===== src/rtl/core/mtw_pkg.sv =====
package mtw_pkg;

    // Register map of the configuration port
    typedef enum logic [2:0] {
        CFG_START_X  = 3'd0,
        CFG_START_Y  = 3'd1,
        CFG_START_Z  = 3'd2,
        CFG_DEST_X   = 3'd3,
        CFG_DEST_Y   = 3'd4,
        CFG_DEST_Z   = 3'd5,
        CFG_FIX_TIME = 3'd6,
        CFG_SPEED    = 3'd7
    } t_cfg_idx;

    // Distance sequencer states
    typedef enum logic [1:0] {
        DS_WAIT,
        DS_SQUARE,
        DS_ROOT,
        DS_DONE
    } t_dist_state;

    localparam int CFG_IDX_W  = 3;
    localparam int CFG_DATA_W = 32;
    localparam int TIME_W     = 32;
    localparam int SPEED_W    = 16;
    localparam int PROD_W     = TIME_W + SPEED_W;
    localparam int MS_PER_S   = 1000;
    localparam int MS_PER_S_W = 10;
    localparam int AXES       = 3;

endpackage


===== src/rtl/core/mtw_dist.sv =====
// Start-to-waypoint distance: sum of squares, then floor square root, two bits a step.
module mtw_dist #(
    parameter int COORD_BITS = 24
) (
    input  logic                                     i_clk,
    input  logic                                     i_rst_n,
    input  logic                                     i_start,
    input  logic [mtw_pkg::AXES-1:0][COORD_BITS-1:0] i_absd,
    output logic                                     o_ready,
    output logic [COORD_BITS:0]                      o_dist
);

    localparam int SQ_W  = 2 * COORD_BITS + 2;
    localparam int SQP_W = 2 * COORD_BITS;
    localparam int REM_W = COORD_BITS + 4;
    localparam int CNT_W = $clog2(COORD_BITS + 1);
    localparam logic [CNT_W-1:0] SQ_LAST   = CNT_W'(mtw_pkg::AXES);
    localparam logic [CNT_W-1:0] ROOT_LAST = CNT_W'(COORD_BITS);

    mtw_pkg::t_dist_state r_state, n_state;

    logic [CNT_W-1:0]      r_cnt;
    logic [COORD_BITS-1:0] r_ad;
    logic [SQ_W-1:0]       r_acc;
    logic [REM_W-1:0]      r_rem;
    logic [COORD_BITS:0]   r_root;
    logic [COORD_BITS-1:0] ad_sel;
    logic [SQP_W-1:0]      sq;
    logic [REM_W-1:0]      rem_try;
    logic [REM_W-1:0]      root_trial;
    logic                  root_ge;

    always_comb begin
        n_state = r_state;
        case (r_state)
            mtw_pkg::DS_WAIT:   n_state = mtw_pkg::DS_SQUARE;
            mtw_pkg::DS_SQUARE: if (r_cnt == SQ_LAST) n_state = mtw_pkg::DS_ROOT;
            mtw_pkg::DS_ROOT:   if (r_cnt == ROOT_LAST) n_state = mtw_pkg::DS_DONE;
            mtw_pkg::DS_DONE:   n_state = mtw_pkg::DS_DONE;
            default:            n_state = mtw_pkg::DS_WAIT;
        endcase
        // any register write restarts the computation
        if (i_start) begin
            n_state = mtw_pkg::DS_WAIT;
        end
    end

    always_comb begin
        o_ready = (r_state == mtw_pkg::DS_DONE);
        o_dist  = r_root;
    end

    always_ff @(posedge i_clk) begin
        if (!i_rst_n) begin
            r_state <= mtw_pkg::DS_WAIT;
            r_cnt   <= '0;
        end else begin
            r_state <= n_state;
            if (n_state != r_state) begin
                r_cnt <= '0;
            end else if (r_state != mtw_pkg::DS_DONE) begin
                r_cnt <= r_cnt + 1'b1;
            end
        end
    end

    always_comb begin
        case (r_cnt)
            CNT_W'(0): ad_sel = i_absd[0];
            CNT_W'(1): ad_sel = i_absd[1];
            CNT_W'(2): ad_sel = i_absd[2];
            default:   ad_sel = '0;
        endcase
        sq         = SQP_W'(r_ad) * SQP_W'(r_ad);
        rem_try    = {r_rem[REM_W-3:0], r_acc[SQ_W-1:SQ_W-2]};
        root_trial = {1'b0, r_root, 2'b01};
        root_ge    = (rem_try >= root_trial);
    end

    always_ff @(posedge i_clk) begin
        case (r_state)
            mtw_pkg::DS_SQUARE: begin
                r_ad   <= ad_sel;
                r_acc  <= (r_cnt == '0) ? '0 : r_acc + SQ_W'(sq);
                r_rem  <= '0;
                r_root <= '0;
            end
            mtw_pkg::DS_ROOT: begin
                r_acc  <= r_acc << 2;
                r_rem  <= root_ge ? rem_try - root_trial : rem_try;
                r_root <= {r_root[COORD_BITS-1:0], root_ge};
            end
            default: begin
            end
        endcase
    end

endmodule


===== config.mk =====
export PLATFORM = sky130hd
export DESIGN_NAME = mtw_dist
export DESIGN_NICKNAME = d
export VERILOG_FILES = /design/src/rtl/core/mtw_pkg.sv /design/src/rtl/core/mtw_dist.sv
export SDC_FILE = /design/constraint.sdc
export NUM_CORES = 1
export LEC_CHECK = 0
export ABC_AREA = 1
export BUFFER_PORTS_ARGS = -buffer_cell sky130_fd_sc_hd__buf_2
export CAP_MARGIN = 20
export CORE_MARGIN = 8
export CORE_UTILIZATION = 32
export CTS_BUF_LIST = sky130_fd_sc_hd__clkbuf_8
export CTS_CLUSTER_DIAMETER = 120
export DETAILED_ROUTE_END_ITERATION = 7
export HOLD_SLACK_MARGIN = 0.1
export PLACE_DENSITY = 0.46
export SETUP_SLACK_MARGIN = 0.02
export SLEW_MARGIN = 20
export SYNTH_ARGS = -nofsm -noshare
export SYNTH_HDL_FRONTEND = slang
export SYNTH_SLANG_ARGS = --single-unit
export TNS_END_PERCENT = 30

===== constraint.sdc =====
create_clock -name i_clk -period 8 [get_ports i_clk]
set_input_delay 0.4 -clock i_clk [delete_from_list [all_inputs] [get_ports i_clk]]
set_output_delay 0.4 -clock i_clk [all_outputs]
set_load 0.005 [all_outputs]

Yosys cells after proc, flatten, opt, wreduce, memory -nomap -nowiden --
Cells that the tools add are included.
Operators by class: add/subtract/negate cells 3, $mul 1, $lt $le $gt $ge 1, eq/ne operators 9, mux-type cells 10, bitwise operators 1, reduce and logical (&&, ||, !) cells 4
Operators with widths (number):
- $pmux W50 S2 | 1
- $pmux W24 S3 | 1
- $pmux W26 S2 | 1
- $add A50 B48 Y50 | 1
- $mux W50 | 1
- $pmux W25 S2 | 1
- $mul A24 B24 Y48 | 1
- $ge A28 B27 Y1 | 1
- $mux W26 | 1
- $sub A26 B26 Y26 | 1
- $eq A5 B2 Y1 const B | 2
- $pmux W2 S4 | 1
- $mux W2 | 3
- $add A5 B1 Y5 const B | 1
- $eq A5 B1 Y1 const B | 1
- $eq A5 B5 Y1 const B | 1
- $logic_not A5 Y1 | 1
- $eq A2 B2 Y1 const B | 2
- $eq A2 B1 Y1 const B | 1
- $logic_not A2 Y1 | 1
- $ne A2 B2 Y1 | 1
- $ne A2 B2 Y1 const B | 1
- $reduce_bool A2 Y1 | 1
- $reduce_or A2 Y1 | 1
- $not A1 Y1 | 1
Storage, ports and cells: bits in registers 132, bits of input ports 75, output and inout port bits 26, word-level logic and storage cells 35

Longest topological paths before layout --
Gate-level depths: netlist (run 1).
depth in word-level cells 6, gate-level depth with buffers 31

Worst setup path after synthesis (run 1) --
No wires, ideal clock.
path type register -> register, start point reg r_ad[14], end point reg r_acc[39], data pin, library setup time 254 ps, arrival 5928 ps, required time 7746 ps, setup slack 1818 ps, cell stages (with the launch flop) 29, period minus slack after synthesis 6182 ps, path through edfxtp_1 -> clkbuf_1 -> nand2_1 -> fa_1 -> inv_1 -> fa_1 -> inv_1 -> fa_1 -> inv_1 -> fa_1 -> inv_1 -> fa_1 -> inv_1 -> fa_1 -> inv_1 -> fa_1 -> inv_1 -> ha_1 -> nand2_1 -> nor2_1 -> inv_1 -> nor2_1 -> nand3_1 -> nand3_1 -> nand2_1 -> nand2_1 -> nand2_1 -> nand3_1 -> nand2_1
On the way: word-level cells in the longest chain between the ends 4
RTL lines:
- start: declaration | line mtw_dist.sv:23 | logic [COORD_BITS-1:0] r_ad;
- start signal: assignment | line mtw_dist.sv:83 | r_ad <= ad_sel;
- $mul A24 B24 Y48 | line mtw_dist.sv:74 | sq = SQP_W'(r_ad) * SQP_W'(r_ad);
- $add A50 B48 Y50 | line mtw_dist.sv:84 | r_acc <= (r_cnt == '0) ? '0 : r_acc + SQ_W'(sq);
- $mux W50 | line mtw_dist.sv:84
- $pmux W50 S2 | line mtw_dist.sv:81 | case (r_state)
- end signal: assignment | line mtw_dist.sv:84
- end signal: assignment | line mtw_dist.sv:89 | r_acc <= r_acc << 2;
- end: declaration | line mtw_dist.sv:24 | logic [SQ_W-1:0] r_acc;
No other way between the ends. A chain may end at the register's enable or synchronous reset.

Worst setup path in the final report (run 1) --
start point reg r_ad[0], end point reg r_acc[40], data pin
The elaborated chain is that of the path after synthesis.

==> results.sh, run 1 <==
export IMPL_gp_congestion=0.875
export IMPL_grt_overflow=0
export IMPL_max_cap_violations=0
export IMPL_min_period_ns=7.07
export IMPL_synth_cell_types=36
export IMPL_crit_type="flop to flop"
export IMPL_syn_area_mm2=0.0272
export IMPL_postSynthCellCount=3616
export IMPL_fin_crit_sh_pct=88.4
export IMPL_routed_wirelength_um=75000
export IMPL_setup_worst_path_end_class="flop"
export IMPL_port_buffer_count=100
export IMPL_nets=4483
export IMPL_reg2reg_setup_slack_ns=0.93
export IMPL_avgSynthCellArea_um2=7.51
export IMPL_routedWlPerCell_um=15.4
export IMPL_clk_path_buf_depth=2
export IMPL_worstRegToRegCells=25
export IMPL_synthAdderAreaFrac_pct=44.3
export IMPL_drt_pass1_iterations=5
export IMPL_drc=0
export IMPL_fp_row_count=107
export IMPL_start_util_pct=32.1
export IMPL_hold_path_class="input pin to flop"
export IMPL_setup_viol=0
export IMPL_die_area_mm2=0.0945
export IMPL_cts_max_level=4
export IMPL_areaGrowthSynthToFinish_pct=9.76
export IMPL_cts_tree="done"
export IMPL_yosys_area_share_simple_pct=20.7
export IMPL_grt_pass1_wl_um=125000
export IMPL_status="finished, final reports clean"
export IMPL_rsz0062_at_grt="false"
export IMPL_dp_hpwl_um=63200
export IMPL_clock_sinks=132
export IMPL_avgViaCountPerCell=4.33
export IMPL_synth_seq_cells=132
export IMPL_regToRegStartpoint="r_ad[0]"
export IMPL_hold_viol_final=0
export IMPL_coreArea_mm2=0.0846
export IMPL_critPathMaxFanout=24
export IMPL_synth_edf_count=125
export IMPL_clk_latency_ns=0.59
export IMPL_synth_compound_area_share_pct=2.86
export IMPL_dieHeight_um=307
export IMPL_root_buffer="clkbuf_8"
export IMPL_muxShareOfSynthArea_pct=0
export IMPL_cts_resized=0
export IMPL_first_iter_violations=1074
export IMPL_clkTransAtPathRegs_ns=0.09
export IMPL_finalSetupTns_ns=0
export IMPL_final_max_slew_viol_count=0
export IMPL_synth_xor_xnor_area_share_pct=0.838
export IMPL_tightest_slew_ns=1.07
export IMPL_critPathArrivalTime_ns=7.40
export IMPL_top_level_ports=101
export IMPL_ant_nets=0
export IMPL_antenna_found_initial=2
export IMPL_cts_buffers=17
export IMPL_die_w_um=307
export IMPL_drive_gt1_share_pct=4.79
export IMPL_r2r_end="r_acc[40]"
export IMPL_cp_required_ns=8.32
export IMPL_cp_startpoint="r_ad[0]"
export IMPL_yosysSeqAreaShare_pct=14.3
export IMPL_max_slew_margin_pct=28.8
export IMPL_max_freq_ghz=0.141
export IMPL_synth_top_family_by_area="adder cells"
export IMPL_crit_end="r_acc[40]"
export IMPL_syn_num_nets=4373
export IMPL_async_flop_share_pct=0
export IMPL_first_global_vias=22629
export IMPL_clock_skew_ns=0.0385
export IMPL_cp_start_kind="flop"
export IMPL_grt_max_degree=63
export IMPL_synthFlopType="edfxtp_1"
export IMPL_vias=21142
export IMPL_track_usage_pct=16.6
export IMPL_ys_warn_count=0
[through the flow]
step                utilization [%]  instance area, µm²  worst slack (ns)  std cells  hold WS, ns
floorplan                         -               27200              1.82       3616        0.517
global placement               34.3               29000             0.843       4816        0.539
detailed placement             34.3               29000             0.829       4816        0.547
CTS                            35.2               29800             0.778       4883        0.100
global route                   35.2               29800             0.437       4885        0.141
finish                         35.2               29800             0.927       4885        0.155
[critical path: stages (launching register included)]
cell and delay, ns:
edfxtp_1 1.04, nand2_1 0.23, fa_1 0.55, inv_1 0.05, fa_1 0.50, fa_1 0.58, inv_1 0.06, fa_1 0.51
inv_1 0.06, fa_1 0.50, fa_1 0.50, inv_1 0.05, fa_1 0.48, inv_1 0.05, ha_1 0.36, nand2_1 0.11
nor2_1 0.29, nand2_1 0.16, nor2_1 0.11, nand2_1 0.06, nand3_1 0.19, nand2_1 0.14, nand2_1 0.08, nand2_1 0.05
nand3_1 0.07, nand2_1 0.06
[kinds of logic (layout without fill, tap and decap cells)]
kind of cell / Yosys count / after routing
AND/OR/NAND/NOR: 1412 / 1412
buffers and inverters: 1220 / 1343
adder cells (fa/ha/maj): 682 / 682
AO/OA/AOI/OAI: 144 / 144
flip-flops: 132 / 132
XOR/XNOR: 26 / 26
other: 0 / 2
[sequential cells by signal, indices dropped and copies added (netlist names)]
signal	flops
r_ad	24
r_rem	26
r_acc	50
r_cnt	5
r_state	2
o_dist	25
[cells in the final DEF, fill, tap and decap left out, types with 2 or more instances in the layout]
master / instances
nand4_1: 21
nor3_1: 15
or2_2: 2
ha_4: 2
edfxtp_1: 125
and2_1: 5
nand3b_1: 9
fa_1: 467
o21a_1: 2
nor2_2: 5
o21ai_0: 45
xnor2_1: 15
a21oi_1: 77
inv_6: 5
nand2_1: 1060
a22o_1: 2
ha_1: 212
dlygate4sd3_1: 35
nand3_1: 118
nor2_1: 170
inv_2: 2
dfxtp_1: 7
inv_1: 1143
clkbuf_8: 17
clkinvlp_4: 3
nand2_2: 2
buf_2: 100
bufinv_16: 3
diode_2: 2
a21o_1: 3
o21bai_1: 11
xor2_1: 11
nor4_1: 3
buf_4: 32
[Yosys cell counts, types with 3 or more instances]
library cell | number | share of area [%]
clkbuf_1 | 68 | 0.94
a21oi_1 | 77 | 1.4
ha_1 | 215 | 9.9
o21ai_0 | 45 | 0.83
nor2_2 | 5 | 0.12
a21o_1 | 3 | 0.083
dfxtp_1 | 7 | 0.52
edfxtp_1 | 125 | 14
nand3b_1 | 9 | 0.25
inv_1 | 1141 | 16
nor2_1 | 170 | 2.3
buf_1 | 3 | 0.041
fa_1 | 467 | 34
nor4_1 | 3 | 0.069
buf_6 | 4 | 0.17
nand4_1 | 21 | 0.48
nand2_1 | 1060 | 15
and2_1 | 5 | 0.12
xnor2_1 | 15 | 0.48
o21bai_1 | 11 | 0.30
nand3_1 | 118 | 2.2
xor2_1 | 11 | 0.35
nor3_1 | 15 | 0.28
[metal layers]
metal  vias up  global-route usage (%)  part of all wire, %
li1      10592                       -                    -
met4         0                    4.08                  1.8
met1     10186                    23.6                   49
met5         -                       0                    0
met3        73                    1.82                  2.9
met2       291                    27.0                   46
[what timing repair did]
item / 4_1_cts / 5_1_grt
hold endpoints to repair: 20 / 0
hold buffers: 35 / 0
setup buffers: 0 / 0
[how the worst min path moves through the flow]
stage	startpoint	endpoint	slack (ns)	cells after the start
2_1_floorplan	r_acc[40]	r_acc[42]	0.52	2
6_report	i_absd[11]	r_ad[11]	0.16	3
3_5_place_dp	o_dist[12]	o_dist[13]	0.55	2
5_1_grt	i_absd[31]	r_ad[7]	0.14	3
3_3_place_gp	o_dist[12]	o_dist[13]	0.54	2
4_1_cts	i_absd[31]	r_ad[7]	0.10	3
[area by class of cell]
cell class / count / area [µm²]
antenna: 2 / 5.00
fill: 9188 / 54800
multi-input combinational: 2264 / 18700
timing repair buffer: 167 / 1090
clock buffer: 17 / 234
tap: 1144 / 1430
clock inverter: 15 / 178
sequential: 132 / 3890
inverter: 1144 / 4290
Power of run 1 is left out: the tool's default activity adds up to more than one toggle a clock period on the data nets, which glitch-free logic cannot reach.
==> run 2, diff against run 1 <==
Settings changed: ABC_AREA 1 to not set, CORE_ASPECT_RATIO set to 2, CORE_MARGIN 8 to not set.
==> run 2 against run 1 <==
Net effect:
- die area decreased by 17%
- clock skew decreased by 0.020 ns
- hold slack improved by 0.030 ns
- final cell count decreased by 23%
- critical path type unchanged
- synthesized cell count decreased by 27%
- clock-buffer cell count unchanged
- worst setup slack got worse by 0.59 ns
- sequential share of layout area increased by 1.3 points
- via count decreased by 15%
- first-iteration DRC count decreased by 37%
- non-clock buffer count decreased by 8
- highest routed layer unchanged
==> results.sh, run 2 <==
export IMPL_status="finished, final reports clean"
export IMPL_muxShareOfSynthArea_pct=0.489
export IMPL_cp_start_kind="flop"
export IMPL_cts_buffers=17
export IMPL_yosysTopAreaCellShare_pct=37.7
export IMPL_synthFlopType="edfxtp_1"
export IMPL_dieHeight_um=396
export IMPL_drc=0
export IMPL_routedWlPerCell_um=19.3
export IMPL_gp_congestion=0.865
export IMPL_clkTransAtPathRegs_ns=0.08
export IMPL_die_area_mm2=0.0787
export IMPL_synth_cell_types=62
export IMPL_postSynthCellCount=2637
export IMPL_first_global_vias=20637
export IMPL_start_util_pct=32.3
export IMPL_final_common_cell="inv_1"
export IMPL_synth_edf_count=125
export IMPL_yosysSeqAreaShare_pct=15.7
export IMPL_synth_area_leaders="fa_1 38%, edfxtp_1 15%, inv_1 12%"
export IMPL_routed_wirelength_um=72700
export IMPL_antenna_found_initial=4
export IMPL_hold_path_class="input pin to flop"
export IMPL_vias=17904
export IMPL_max_slew_margin_pct=34.8
export IMPL_async_flop_share_pct=0
export IMPL_track_usage_pct=19.4
export IMPL_port_buffer_count=100
export IMPL_syn_area_mm2=0.0248
export IMPL_nets=3475
export IMPL_dp_hpwl_um=61400
export IMPL_cts_max_level=4
export IMPL_synthAdderAreaFrac_pct=48.5
export IMPL_yosys_area_share_simple_pct=10.5
export IMPL_fin_crit_sh_pct=95.8
export IMPL_min_period_ns=7.66
export IMPL_setup_worst_path_end_class="flop"
export IMPL_yosysTopAreaCell="fa_1"
export IMPL_first_iter_violations=678
export IMPL_synth_top_family_by_area="adder cells"
export IMPL_drt_pass1_iterations=5
export IMPL_critPathArrivalTime_ns=7.92
export IMPL_ys_warn_count=0
export IMPL_worst_slack_ns=0.338
export IMPL_synth_compound_area_share_pct=8.98
export IMPL_drive_gt1_share_pct=7.76
export IMPL_clock_skew_ns=0.0185
export IMPL_hold_viol_final=0
export IMPL_clock_sinks=132
export IMPL_clk_latency_ns=0.52
export IMPL_rsz0062_at_grt="false"
export IMPL_max_freq_ghz=0.131
export IMPL_final_max_slew_viol_count=0
export IMPL_grt_max_degree=70
export IMPL_largest_register_ffs=50
export IMPL_clk_path_buf_depth=2
export IMPL_ant_nets=0
export IMPL_fp_row_count=144
export IMPL_whs_ns=0.185
export IMPL_avgViaCountPerCell=4.77
export IMPL_finalSetupTns_ns=0
export IMPL_synth_xor_xnor_area_share_pct=2.82
export IMPL_setup_viol=0
export IMPL_regMostFlops="r_acc"
export IMPL_cp_required_ns=8.26
export IMPL_design_area_mm2=0.0272
export IMPL_coreArea_mm2=0.0769
export IMPL_root_buffer="clkbuf_8"
export IMPL_post_dp_cell_area_mm2=0.0266
export IMPL_tightest_slew_ns=0.978
export IMPL_die_w_um=199
export IMPL_top_level_ports=101
export IMPL_grt_pass1_wl_um=113000
export IMPL_pre_cts_ws_ns=0.151
export IMPL_synth_seq_cells=132
export IMPL_layout_common_cells="760 x inv_1, 467 x fa_1, 225 x nand2_1"
export IMPL_grt_overflow=0
export IMPL_areaGrowthSynthToFinish_pct=9.49
export IMPL_cts_tree="done"
export IMPL_syn_num_nets=3394
export IMPL_synth_common_cells="761 x inv_1, 467 x fa_1, 225 x nand2_1"
export IMPL_avgSynthCellArea_um2=9.41
export IMPL_crit_type="flop to flop"
export IMPL_critPathMaxFanout=13
export IMPL_max_cap_violations=0
export IMPL_yosysMostFrequentCell="inv_1"
run 2: layout make-up:
class,instances,area (µm²)
timing repair buffer,159,1020
tap,1022,1280
multi-input combinational,1647,17700
fill,7932,49800
clock buffer,17,234
sequential,132,3890
clock inverter,15,156
antenna,2,5.00
inverter,761,2860
run 2: through the flow:
| step | util (%) | std cells |
|---|---|---|
| final | 35.3 | 3755 |
| after global routing | 35.3 | 3754 |
| after CTS | 35.1 | 3736 |
| after detailed placement | 34.5 | 3703 |
| after global placement | 34.5 | 3703 |
| after floorplan | - | 2637 |
run 2: what timing repair did:
| action | in CTS | in global routing |
|---|---|---|
| buffers inserted | 0 | 17 |
| setup endpoints to repair | 0 | 8 |
| hold buffers | 1 | 0 |
| endpoints found under the hold margin | 2 | 0 |
| resized for setup | 0 | 1 |
run 2: worst paths after layout:
kind / depth (start not counted) / end / slack (ns) / startpoint
worst max-delay path: 24 / r_acc[49] / 0.34 / r_ad[3]
worst min-delay path: 3 / r_ad[18] / 0.19 / i_absd[18]
worst max register to register: 24 / r_acc[49] / 0.34 / r_ad[3]
worst min register to register: 2 / r_acc[3] / 0.57 / r_acc[1]
run 2: kinds of logic after synthesis:
group / Yosys count
buffers and inverters: 858
adders and majority gates: 682
and+or+nand+nor: 550
AOI/OAI and AO/OA: 323
DFF: 132
xor gates and xnor gates: 80
muxes: 12
run 2: critical path, stage by stage (launching register included):
cell	delay [ns]
edfxtp_1	0.81
buf_4	0.36
nand2_1	0.10
fa_1	0.43
fa_1	0.47
fa_1	0.52
inv_1	0.06
fa_1	0.50
inv_1	0.06
fa_1	0.52
inv_1	0.05
fa_1	0.49
inv_1	0.05
fa_1	0.48
inv_1	0.04
ha_1	0.38
a21oi_1	0.22
a21boi_0	0.33
o21ai_0	0.16
a211oi_1	0.31
a21oi_2	0.15
a211oi_2	0.25
nor4_1	0.09
or3_1	0.31
a32o_1	0.25
run 2: layer usage:
layer	vias to the layer above	wire, µm	global-route usage (%)
li1	8216	-	-
met1	9159	22900	17.4
met2	381	44600	40.7
met3	148	1510	1.64
met4	0	3580	10.4
met5	-	0	0
Power of run 2 is left out for the same reason.
