`src/rtl/core/mtw_div.sv`:
```
// Restoring divider, one quotient bit per stage, several lanes sharing a divisor.
// Requires num < den * 2**QW for a meaningful quotient.
module mtw_div #(
    parameter int LANES = 1,
    parameter int QW    = 8,
    parameter int DW    = 8,
    parameter int SW    = 1
) (
    input  logic                            i_clk,
    input  logic                            i_rst_n,
    input  logic                            i_en,
    input  logic                            i_valid,
    input  logic [LANES-1:0][QW+DW-1:0]     i_num,
    input  logic [DW-1:0]                   i_den,
    input  logic [SW-1:0]                   i_side,
    output logic                            o_valid,
    output logic [LANES-1:0][QW-1:0]        o_quo,
    output logic [SW-1:0]                   o_side
);

    logic                         r_v    [0:QW];
    logic [LANES-1:0][QW-1:0]     r_lq   [0:QW];
    logic [SW-1:0]                r_side [0:QW];
    logic [LANES-1:0][DW-1:0]     r_rem  [0:QW-1];
    logic [DW-1:0]                r_den  [0:QW-1];

    always_ff @(posedge i_clk) begin
        if (!i_rst_n) begin
            r_v[0] <= 1'b0;
        end else if (i_en) begin
            r_v[0] <= i_valid;
        end
    end

    always_ff @(posedge i_clk) begin
        if (i_en) begin
            r_side[0] <= i_side;
            r_den[0]  <= i_den;
            for (int l = 0; l < LANES; l++) begin
                r_rem[0][l] <= i_num[l][QW+DW-1:QW];
                r_lq[0][l]  <= i_num[l][QW-1:0];
            end
        end
    end

    for (genvar k = 1; k <= QW; k++) begin : g_stage
        logic [LANES-1:0][DW:0] trial;
        logic [LANES-1:0][DW:0] diff;
        logic [LANES-1:0]       ge;

        always_comb begin
            for (int l = 0; l < LANES; l++) begin
                trial[l] = {r_rem[k-1][l], r_lq[k-1][l][QW-1]};
                diff[l]  = trial[l] - {1'b0, r_den[k-1]};
                ge[l]    = (trial[l] >= {1'b0, r_den[k-1]});
            end
        end

        always_ff @(posedge i_clk) begin
            if (!i_rst_n) begin
                r_v[k] <= 1'b0;
            end else if (i_en) begin
                r_v[k] <= r_v[k-1];
            end
        end

        // numerator bits shift out at the top, quotient bits shift in below
        always_ff @(posedge i_clk) begin
            if (i_en) begin
                r_side[k] <= r_side[k-1];
                for (int l = 0; l < LANES; l++) begin
                    r_lq[k][l] <= {r_lq[k-1][l][QW-2:0], ge[l]};
                end
            end
        end

        if (k < QW) begin : g_rem
            always_ff @(posedge i_clk) begin
                if (i_en) begin
                    r_den[k] <= r_den[k-1];
                    for (int l = 0; l < LANES; l++) begin
                        r_rem[k][l] <= ge[l] ? diff[l][DW-1:0] : trial[l][DW-1:0];
                    end
                end
            end
        end
    end

    assign o_valid = r_v[QW];
    assign o_quo   = r_lq[QW];
    assign o_side  = r_side[QW];

endmodule

```
`config.mk`:
```
export PLATFORM = sky130hd
export DESIGN_NAME = mtw_div
export DESIGN_NICKNAME = d
export VERILOG_FILES = /design/src/rtl/core/mtw_div.sv
export SDC_FILE = /design/constraint.sdc
export NUM_CORES = 1
export LEC_CHECK = 0
export BUFFER_PORTS_ARGS = -buffer_cell sky130_fd_sc_hd__buf_4
export CORE_MARGIN = 8
export CORE_UTILIZATION = 45
export DETAILED_ROUTE_END_ITERATION = 10
export GPL_TIMING_DRIVEN = 1
export SYNTH_ARGS = -nofsm -noshare
export SYNTH_HDL_FRONTEND = slang
export SYNTH_SLANG_ARGS = --single-unit
export TNS_END_PERCENT = 10
```
`constraint.sdc`:
```
create_clock -name i_clk -period 2.9 [get_ports i_clk]
set_clock_uncertainty 0.05 [all_clocks]
set_input_delay 0.58 -clock i_clk [delete_from_list [all_inputs] [get_ports i_clk]]
set_output_delay 0.58 -clock i_clk [all_outputs]
set_load 0.01 [all_outputs]
```
== Yosys cells after proc, flatten, opt, wreduce, memory -nomap -nowiden ==
Memory sizes are Yosys's and may differ from the RTL's.
Cells that the tools add are included.
Storage, ports and cells
  memory bits (read-only): 0
  word-level logic and storage cells: 50
  output and inout port bits: 10
  memory bits (writable): 218
  latch bits: 0
  register bits: 0
  memories kept: 5
  input bits: 29
Cells by class
  multiply operators: 0
  reduce and logical (&&, ||, !) cells: 0
  $add $sub $neg: 7
  shifts and indexed selects: 0
  order comparisons: 8
  bitwise gates (word level): 9
  div/mod/pow operators: 0
  mux-type cells: 21
  eq/ne operators: 0
Memories
  r_lq: depth 9, bits a word 8, rd ports 9, clocked after memory_dff 0, wr ports 9, RTL line 22  | logic [LANES-1:0][QW-1:0] r_lq [0:QW];
  r_den: depth 8, bits a word 8, rd ports 8, clocked after memory_dff 0, wr ports 8, RTL line 25  | logic [DW-1:0] r_den [0:QW-1];
  r_rem: depth 8, bits a word 8, rd ports 8, clocked after memory_dff 0, wr ports 8, RTL line 24  | logic [LANES-1:0][DW-1:0] r_rem [0:QW-1];
  r_side: depth 9, bits a word 1, rd ports 9, clocked after memory_dff 0, wr ports 9, RTL line 23  | logic [SW-1:0] r_side [0:QW];
  r_v: depth 9, bits a word 1, rd ports 9, clocked after memory_dff 0, wr ports 9, RTL line 21  | logic r_v [0:QW];
Operators by type and width (count)
  greater-or-equal comparator 9 x 8 -> 1 bit: 8
  two-way mux 8 bit: 7
  subtractor 8 bit: 7
  two-way mux 1 bit: 14
  OR 1 bit: 9

== Longest topological paths before layout ==
Gate-level depths: netlist of the first run.
  depth in word-level cells: 4
  mapped depth: 8
  gate-level depth less buffers: 8

== Worst setup path before layout of the first run ==
No wires, ideal clock.
  kind: register -> register
  start: memory r_rem[1][4] (netlist bit)
  end: memory r_rem[1][10] (netlist bit), data pin
  setup slack: 0.675 ns
  period minus slack after synthesis: 2.225 ns
  setup time: 0.260 ns
  required time: 2.590 ns
  buffers on the path: 1
  stages on the path, launching flop included: 8
  data arrival time: 1.915 ns
  path through: edfxtp_1 > ha_1 > buf_4 > nand3_1 > o21ai_1 > a211o_1 > a31oi_4 > mux2_2
RTL lines (RTL line)
  start: declaration: 24

==> reports/results.txt, run 1 <==
Synth Flop Type = edfxtp_1
Final hold vios = 0
TNS Setup = 0 ps
Worst Hold Depth = 1
Final nets = 882
CP peak stage delay = 400 ps
Clk slew on worst S/H paths = 60 ps
HP Class = in -> reg
Layout Cells excl Fill = 1084
Finished Cell Area = 0.01154 mm²
EDFF count, synth = 217
Leakage = 0.004578 µW
# diodes = 0
Seq pwr share = 44.0%
Total GRT Usage = 11.72%
Mean routed wirelength per cell = 15.10 µm
# port buffers = 38
Die Y = 165.9 µm
Number of global-route vias before repair = 5997
Worst-Margin Slew = 580.6 ps
CP Max Fanout = 8
Worst-case clock buffer depth = 3
Post-Place Cells = 1040
TritonCTS Sinks = 218
Share of total power in the clock network = 28.4%
Max-cap violations = 0
Clock buffers created by TritonCTS = 25
Clk_lat worst skew = 510 ps
Period utilization = 86.31%
Grt total ovfl = 0
Hold Path End = r_lq[0][2]$_DFFE_PP_
Most frequent cells after synthesis = edfxtp_1 (217), inv_1 (86), ha_1 (64)
Switch Pwr = 2806 µW
Avg Cell Area, Syn = 14.10 µm²
Layout cell share with drive strength beyond 1 = 13.64%
Rows = 55
P&R area growth vs syn = 14.11%
Slowest-stage cell, CP = edfxtp_1
CTS tree = built
Filler Cell Count = 1855
Initial Util = 45.21%
DRT Wirelength = 16370 µm
RSZ-0062 raised after global routing = false
Post-CTS Resized = 0
Int Pwr = 7107 µW
Initial antenna violation count = 0
Die width = 165.9 µm
DRT iter0 DRCs = 285
Yosys reg bits = 218
Largest net degree at the start of global routing = 82
Critical Path RT = 3100 ps
Pre-antenna DRT Iters = 4
Crit-path cells = ha_1, a21oi_1, o21ai_1, a211o_1, a31oi_4, mux2_2
Die Area = 0.02752 mm²
Boundary Pins = 39
Register area = 0.006536 mm²
Yosys warnings = 0
CP Data Arrival Time = 2700 ps
Relative slew slack = 61.29%
Final worst path period need = 2503 ps
Via count of the routed design = 5743
DR vias/cell = 5.298
First-pass GRT wire length = 27290 µm
F_max = 399.5 MHz
CP endpoint kind = register
Comb pwr share = 27.5%
Power Total = 9913 µW
Cells after synthesis = 717
H-tree lvl count = 1
R2R cell count = 6
R2R Path End = r_rem[1][15]$_DFFE_PP_
Antenna-violating nets left = 0
CTS root buffer = clkbuf_16
Most frequent cell after synthesis = edfxtp_1
Net Count, Synth = 817
Top cell type's share of synthesized area = 64.44%
Cell variety after synth = 50
Status = finished clean
Async S/R FF share, synth = 0%
Remaining DRCs = 0
Ranking of synthesized cells by area = edfxtp_1 (64%), ha_1 (7.9%), inv_1 (3.2%)
VDD IR max = 0.5914 mV
GP Congestion = 0.8784
Area of the core = 0.02237 mm²
R2R setup slack = 400 ps
Sequential share of the synthesized area = 64.64%
CP Launch Type = register
Cell taking the most area after synthesis = edfxtp_1
Worst Hold Launch = i_num[2]
DP HPWL = 11370 µm
WS Path Type = reg -> reg
Multi-input gate area = 0.003229 mm²
PD cells = 859.2 mW/mm²
Post-cts hold buffer count = 0
Setup violators final = 0
Post-Syn Area = 0.01011 mm²
R2r startpoint = r_rem[1][5]$_DFFE_PP_
DP Area = 0.01080 mm²
Final Max Tran Viols = 0
Final hold slack = 194.3 ps
Setup bufs post-CTS = 0
Switching share of power = 28.31%
## how the worst max path moves through the flow
| stage | to | cells after the start | slack (ps) | from |
|---|---|---|---|---|
| after CTS | r_rem[1][15]$_DFFE_PP_ | 6 | 400 | r_rem[1][5]$_DFFE_PP_ |
| after global routing | r_rem[1][23]$_DFFE_PP_ | 7 | 290 | r_den[1][14]$_DFFE_PP_ |
| after detailed placement | r_rem[1][15]$_DFFE_PP_ | 6 | 410 | r_rem[1][5]$_DFFE_PP_ |
| final | r_rem[1][15]$_DFFE_PP_ | 6 | 400 | r_rem[1][5]$_DFFE_PP_ |
| after global placement | r_rem[1][11]$_DFFE_PP_ | 6 | 540 | r_rem[1][5]$_DFFE_PP_ |
| after floorplan | r_rem[1][10]$_DFFE_PP_ | 7 | 680 | r_rem[1][4]$_DFFE_PP_ |
## per-layer routing
layer | GRT usage [%] | vias to the layer above | wire length (µm)
met1 | 11.80 | 2756 | 6301
met3 | 2.353 | 49 | 649
li1 | - | 2815 | -
met2 | 22.61 | 123 | 8767
met4 | 5.652 | 0 | 650
met5 | 0 | - | 0
## worst max-delay path, delay by kind of cell, from the launching register on
family,cells,cell delay (ps)
AOI/OAI and AO/OA,4,1030
muxes,1,380
DFF,1,400
adders and majority gates,1,390
## registers in the layout, indices dropped and copies added (netlist names)
register  count
r_v           9
r_side        9
r_rem        64
r_den        64
r_lq         72
## layout make-up
class / count / share of cell area (%)
multi-input cells: 408 / 27.99
flip-flops and latches: 218 / 56.65
clock buffers: 28 / 5.519
well taps: 285 / 3.090
clock inverters: 16 / 0.8892
inverters: 86 / 2.798
repair buffers: 43 / 3.069
## metrics by stage
stage                     util (%)  setup slack (ps)
after floorplan                  -             675.0
after global placement       48.29             540.3
after detailed placement     48.29             411.2
after CTS                    51.59             404.9
after global routing         51.59             290.4
final                        51.59             397.1
## power by group through the flow
stage	clock network, µW	logic [µW]	registers, µW
floorplan	0	2120	4360
detailed placement	0	2720	4430
global placement	0	2600	4410
global route	3040	3030	4410
finish	2820	2730	4360
CTS	2930	2730	4370
## cell families after synthesis
| kind of cell | count (synthesis) | share of synthesized area, % |
|---|---|---|
| DFF | 218 | 64.64 |
| xor gates and xnor gates | 17 | 1.472 |
| buffers and inverters | 91 | 3.427 |
| muxes | 33 | 3.551 |
| AOI/OAI and AO/OA | 158 | 11.19 |
| adders and majority gates | 71 | 9.305 |
| and+or+nand+nor | 129 | 6.422 |
## layout by cell type (no fill, tap or decap), types with 3 or more instances in the layout
cell type	n
xor2_1	5
nor2_1	26
or4_1	3
inv_1	86
o21bai_1	5
mux2i_1	10
o31a_1	10
xnor2_1	12
and3_1	10
a211oi_1	6
nand2_1	28
clkbuf_16	25
a21oi_1	30
edfxtp_1	217
nor3_1	15
o31ai_1	11
o21a_1	33
nand4_1	3
buf_4	40
fa_1	7
clkbuf_1	3
clkinv_1	8
clkinv_2	5
nand3_1	13
mux2_2	23
o21ai_0	25
o211ai_1	3
a21o_1	16
nor2b_1	19
nand2b_1	5
ha_1	64
No activity file was read; power rests on OpenSTA's default activity.
==> inputs of run 2 (changes only) <==
--- a/config.mk
+++ b/config.mk
@@ -7,9 +7,12 @@
 export LEC_CHECK = 0
 export BUFFER_PORTS_ARGS = -buffer_cell sky130_fd_sc_hd__buf_4
 export CORE_MARGIN = 8
-export CORE_UTILIZATION = 45
+export CORE_UTILIZATION = 60
 export DETAILED_ROUTE_END_ITERATION = 10
 export GPL_TIMING_DRIVEN = 1
+export MAX_ROUTING_LAYER = met4
+export PLACE_DENSITY = 0.78
+export REMOVE_ABC_BUFFERS = 1
 export SYNTH_ARGS = -nofsm -noshare
 export SYNTH_HDL_FRONTEND = slang
 export SYNTH_SLANG_ARGS = --single-unit
==> run 2 against run 1 <==
Sequential share of layout area is 0.55 points higher. Worst hold slack better by 15 ps. Critical path type unchanged. Critical endpoint is now r_rem[0][29]$_DFFE_PP_. Clock power is 4% lower.
==> reports/results.txt, run 2 (synthesized netlist as in run 1, its figures left out) <==
Relative slew slack = 57.91%
H-tree lvl count = 1
CTS root buffer = clkbuf_16
Max reg flops = 72
CTS tree = built
CP Max Fanout = 8
Rows = 47
Layout cell share with drive strength beyond 1 = 13.57%
Final hold vios = 0
R2R setup slack = 450 ps
# port buffers = 38
Status = finished clean
Final nets = 881
Post-CTS Resized = 0
First-pass GRT wire length = 27710 µm
CP Data Arrival Time = 2640 ps
DP HPWL = 12270 µm
WS Path Type = reg -> reg
Largest regs = r_lq x72, r_den x64, r_rem x64
R2r startpoint = r_den[0][22]$_DFFE_PP_
Clock buffers created by TritonCTS = 22
Via count of the routed design = 5735
Antenna-violating nets left = 0
Worst-Margin Slew = 631.3 ps
Commonest non-fill, non-tap cell in the layout = edfxtp_1
Grt total ovfl = 0
Worst Setup SP = r_den[0][22]$_DFFE_PP_
CP Launch Type = register
Remaining DRCs = 0
Final worst path period need = 2448 ps
Clk_lat worst skew = 500 ps
PD cells = 862.7 mW/mm²
Leakage = 0.004565 µW
Area of the core = 0.01652 mm²
Final Util = 69.15%
Initial antenna violation count = 0
VDD IR max = 0.5559 mV
Die width = 145.8 µm
Number of global-route vias before repair = 5958
Period utilization = 84.43%
R2R Path End = r_rem[0][29]$_DFFE_PP_
CP endpoint kind = register
DR vias/cell = 5.645
Final Max Tran Viols = 0
Setup violators final = 0
Mean routed wirelength per cell = 16.93 µm
Pre-antenna DRT Iters = 4
P&R area growth vs syn = 13.00%
Power Total = 9858 µW
HP Class = in -> reg
TritonCTS Sinks = 218
Critical Path RT = 3090 ps
TNS Setup = 0 ps
Commonest non-fill, non-tap cells in the layout = edfxtp_1 (217), inv_1 (86), ha_1 (64)
Top reg by flops = r_lq
Max-cap violations = 0
Die Area = 0.02126 mm²
CP endpoint = r_rem[0][29]$_DFFE_PP_
F_max = 408.4 MHz
Setup bufs post-CTS = 0
DRT iter0 DRCs = 274
Post-cts hold buffer count = 0
Die Y = 145.8 µm
DRT Wirelength = 17200 µm
R2R cell count = 7
Total GRT Usage = 16.39%
Largest net degree at the start of global routing = 79
Initial Util = 61.19%
Worst-case clock buffer depth = 3
GP Congestion = 0.8807
Boundary Pins = 39
Clk slew on worst S/H paths = 60 ps
# diodes = 0
RSZ-0062 raised after global routing = false
==> run 2: changes by cell type in the layout (fill, tap and decap cells not counted) <==
cell | previous run | this run
clkbuf_1 | 3 | 2
clkinv_1 | 8 | 7
buf_4 | 40 | 42
clkbuf_16 | 25 | 23
bufinv_16 | 1 | 2
inv_6 | 2 | 0
==> run 2: layout make-up <==
cell class,count,area [µm²]
Tap cell,220,275.3
Timing Repair Buffer,45,369.1
Clock inverter,14,111.4
Inverter,86,322.8
Clock buffer,25,583.1
Multi-Input combinational cell,408,3229
Sequential cell,218,6536
Fill cell,1086,5097
==> run 2: worst min path at each step <==
| stage | to | cells after the start | slack (ps) | from |
|---|---|---|---|---|
| 2_1_floorplan | r_lq[1][1]$_DFFE_PP_ | 0 | 350 | r_lq[0][0]$_DFFE_PP_ |
| 3_3_place_gp | r_lq[2][5]$_DFFE_PP_ | 0 | 350 | r_lq[1][4]$_DFFE_PP_ |
| 3_5_place_dp | r_lq[2][1]$_DFFE_PP_ | 0 | 350 | r_lq[1][0]$_DFFE_PP_ |
| 4_1_cts | r_rem[0][6]$_DFFE_PP_ | 1 | 190 | i_num[14] |
| 5_1_grt | r_lq[0][4]$_DFFE_PP_ | 1 | 180 | i_num[4] |
| 6_report | r_lq[0][6]$_DFFE_PP_ | 1 | 210 | i_num[6] |
==> run 2: critical path: stages, from the launching register on <==
cell	delay [ps]
edfxtp_1	450
inv_1	70
ha_1	320
a21o_1	200
o21bai_1	160
a21boi_1	180
a21boi_4	370
mux2_2	390
==> run 2: through the flow <==
step	worst slack, ps	hold slack, ps	area, µm²	instances
floorplan	598.7	350.3	10090	712
global placement	486.8	351.3	10730	977
detailed placement	464.3	354.5	10730	977
CTS	448.1	188.2	11430	1016
global route	332.6	183.7	11430	1016
finish	451.6	209.2	11430	1016
==> run 2: per-layer routing <==
metal	global-route usage (%)	vias up	part of all wire, %
li1	-	2813	-
met5	-	-	0
met4	7.965	0	4.0
met2	30.00	133	52
met3	2.954	51	4.3
met1	16.56	2738	39
==> run 2: power breakdown <==
| group | total (µW) | switching (µW) | internal [µW] | leakage, µW |
|---|---|---|---|---|
| clock | 2720 | 1120 | 1610 | 0.000345 |
| sequential | 4390 | 231 | 4150 | 0.00213 |
| combinational | 2750 | 1450 | 1300 | 0.00209 |
==> inputs of run 3 (changes only) <==
==> constraint.sdc (replaced) <==
create_clock -name i_clk -period 2.46 [get_ports i_clk]
set_clock_uncertainty 0.05 [all_clocks]
set_input_delay 0.492 -clock i_clk [delete_from_list [all_inputs] [get_ports i_clk]]
set_output_delay 0.492 -clock i_clk [all_outputs]
set_load 0.01 [all_outputs]
==> run 3 against run 2 <==
Combinational power grew 24%. Cell count grew 0.98%. Count of clock-buffer cells in the layout grew 2. Maximum frequency grew 2.9%. Worst hold slack lost 92 ps. Via count grew 1.8%. Sequential power grew 18%. Utilization grew 0.36 points. Total power grew 18%. Clock power grew 13%. Critical path type unchanged. Largest cell class unchanged. Largest power group unchanged. Highest routed layer unchanged.
==> reports/results.txt, run 3 (synthesized netlist as in run 1, its figures left out) <==
Mean routed wirelength per cell = 16.79 µm
# diodes = 0
Critical Path RT = 2660 ps
Filler Cell Count = 1102
CTS root buffer = clkbuf_16
DP HPWL = 12180 µm
Top reg by flops = r_lq
CP Launch Type = register
CTS tree = built
Final Max Tran Viols = 0
Setup ws final = 81.39 ps
Antenna-violating nets left = 0
Grt total ovfl = 0
GP Congestion = 0.9031
WS Path Type = reg -> reg
Largest regs = r_lq x72, r_den x64, r_rem x64
DRT Wirelength = 17230 µm
TritonCTS Sinks = 218
Post-cts hold buffer count = 0
PD cells = 1013 mW/mm²
Die Y = 145.8 µm
Layout cell share with drive strength beyond 1 = 14.89%
VDD IR max = 0.6248 mV
CP peak stage delay = 420 ps
Clock buffers created by TritonCTS = 22
P&R area growth vs syn = 13.60%
Period utilization = 96.69%
Share of total power in the clock network = 26.4%
Clk slew on worst S/H paths = 60 ps
Worst Hold Depth = 1
Initial antenna violation count = 0
First-pass GRT wire length = 27260 µm
Power Total = 11640 µW
Max reg flops = 72
Comb pwr share = 29.3%
# port buffers = 38
R2R cell count = 6
Remaining DRCs = 0
Setup violators final = 0
Switching share of power = 28.43%
Commonest non-fill, non-tap cells in the layout = edfxtp_1 (217), inv_1 (85), ha_1 (63)
Final nets = 893
Largest net degree at the start of global routing = 55
Worst Hold Launch = i_den[1]
Int Pwr = 8328 µW
Worst-case clock buffer depth = 3
R2R Path End = r_rem[1][2]$_DFFE_PP_
Die width = 145.8 µm
F_max = 420.4 MHz
HP Class = in -> reg
CP endpoint kind = register
Register area = 0.006536 mm²
Seq pwr share = 44.3%
DRT iter0 DRCs = 345
Commonest non-fill, non-tap cell in the layout = edfxtp_1
Multi-input gate area = 0.003236 mm²
R2R setup slack = 80 ps
Crit-path cells = ha_1, nand3_1, o21bai_1, a21oi_1, a21boi_4, mux2_2
DP Area = 0.01078 mm²
Via count of the routed design = 5841
Worst-Margin Slew = 513.4 ps
Status = finished clean
Switch Pwr = 3308 µW
Number of global-route vias before repair = 6074
H-tree lvl count = 1
Pre-antenna DRT Iters = 4
Hold Path End = r_den[0][1]$_DFFE_PP_
Finished Cell Area = 0.01149 mm²
Area of the core = 0.01652 mm²
Final worst path period need = 2379 ps
CP Max Fanout = 8
Relative slew slack = 65.32%
R2r startpoint = r_rem[0][26]$_DFFE_PP_
CP Data Arrival Time = 2580 ps
Pre-CTS setup slack = 3.109 ps
Boundary Pins = 39
RSZ-0062 raised after global routing = true
Slowest-stage cell, CP = a21oi_1
Rows = 47
DR vias/cell = 5.693
Max-cap violations = 0
Initial Util = 61.19%
Total GRT Usage = 15.94%
Leakage = 0.004601 µW
Die Area = 0.02126 mm²
Final hold vios = 0
Clk_lat worst skew = 500 ps
## run 3: layout make-up
| type | instances | area share (%) |
|---|---|---|
| clock buffers | 27 | 5.141 |
| clock inverters | 10 | 0.5882 |
| inverters | 86 | 2.810 |
| multi-input cells | 408 | 28.17 |
| flip-flops and latches | 218 | 56.90 |
| well taps | 220 | 2.396 |
| repair buffers | 57 | 3.997 |
## run 3: metal layers
layer  vias up  track usage, %  wire [µm]
met5         -               -          0
met4         0           7.965        705
met3        57           2.488        611
met2       158           30.95       9595
met1      2795           14.74       6313
li1       2831               -          -
## run 3: critical path, delay by kind of cell, from the launching register on
kind | cells | cell delay (ps)
multiplexers | 1 | 320
flip-flops | 1 | 400
AO/OA/AOI/OAI | 3 | 840
adder cells (fa/ha/maj) | 1 | 380
AND/OR/NAND/NOR | 1 | 150
## run 3: power by group through the flow
stage	logic, µW	clock network [µW]	registers [µW]
final	3400	3080	5160
after global routing	3750	3290	5210
after CTS	3320	3140	5150
after detailed placement	3290	0	5230
after global placement	3120	0	5200
after floorplan	2480	0	5140
## run 3: what timing repair did
action,CTS,global route
setup buffers,0,6
endpoints found under the setup margin,3,11
pin swaps,1,3
resized for setup,0,3
## run 3: metrics by stage
stage               setup TNS (ps)  util (%)  cells  hold WS, ps
floorplan                        0         -    712        350.3
global placement                 0     65.22    983        350.4
detailed placement               0     65.22    983        354.5
CTS                              0     69.21   1020        100.9
global route                -113.5     69.52   1026        98.59
finish                           0     69.52   1026        117.7
## run 3: worst max path at each step
| stage | start | cells after the start | slack, ps | endpoint |
|---|---|---|---|---|
| 2_1_floorplan | r_rem[0][5]$_DFFE_PP_ | 6 | 160 | r_rem[0][15]$_DFFE_PP_ |
| 3_3_place_gp | r_den[1][1]$_DFFE_PP_ | 7 | 90 | r_rem[1][11]$_DFFE_PP_ |
| 3_5_place_dp | r_den[1][1]$_DFFE_PP_ | 7 | 3 | r_rem[1][14]$_DFFE_PP_ |
| 4_1_cts | r_rem[1][5]$_DFFE_PP_ | 6 | 3 | r_rem[1][14]$_DFFE_PP_ |
| 5_1_grt | r_den[0][17]$_DFFE_PP_ | 7 | -30 | r_rem[0][26]$_DFFE_PP_ |
| 6_report | r_rem[0][26]$_DFFE_PP_ | 6 | 80 | r_rem[1][2]$_DFFE_PP_ |
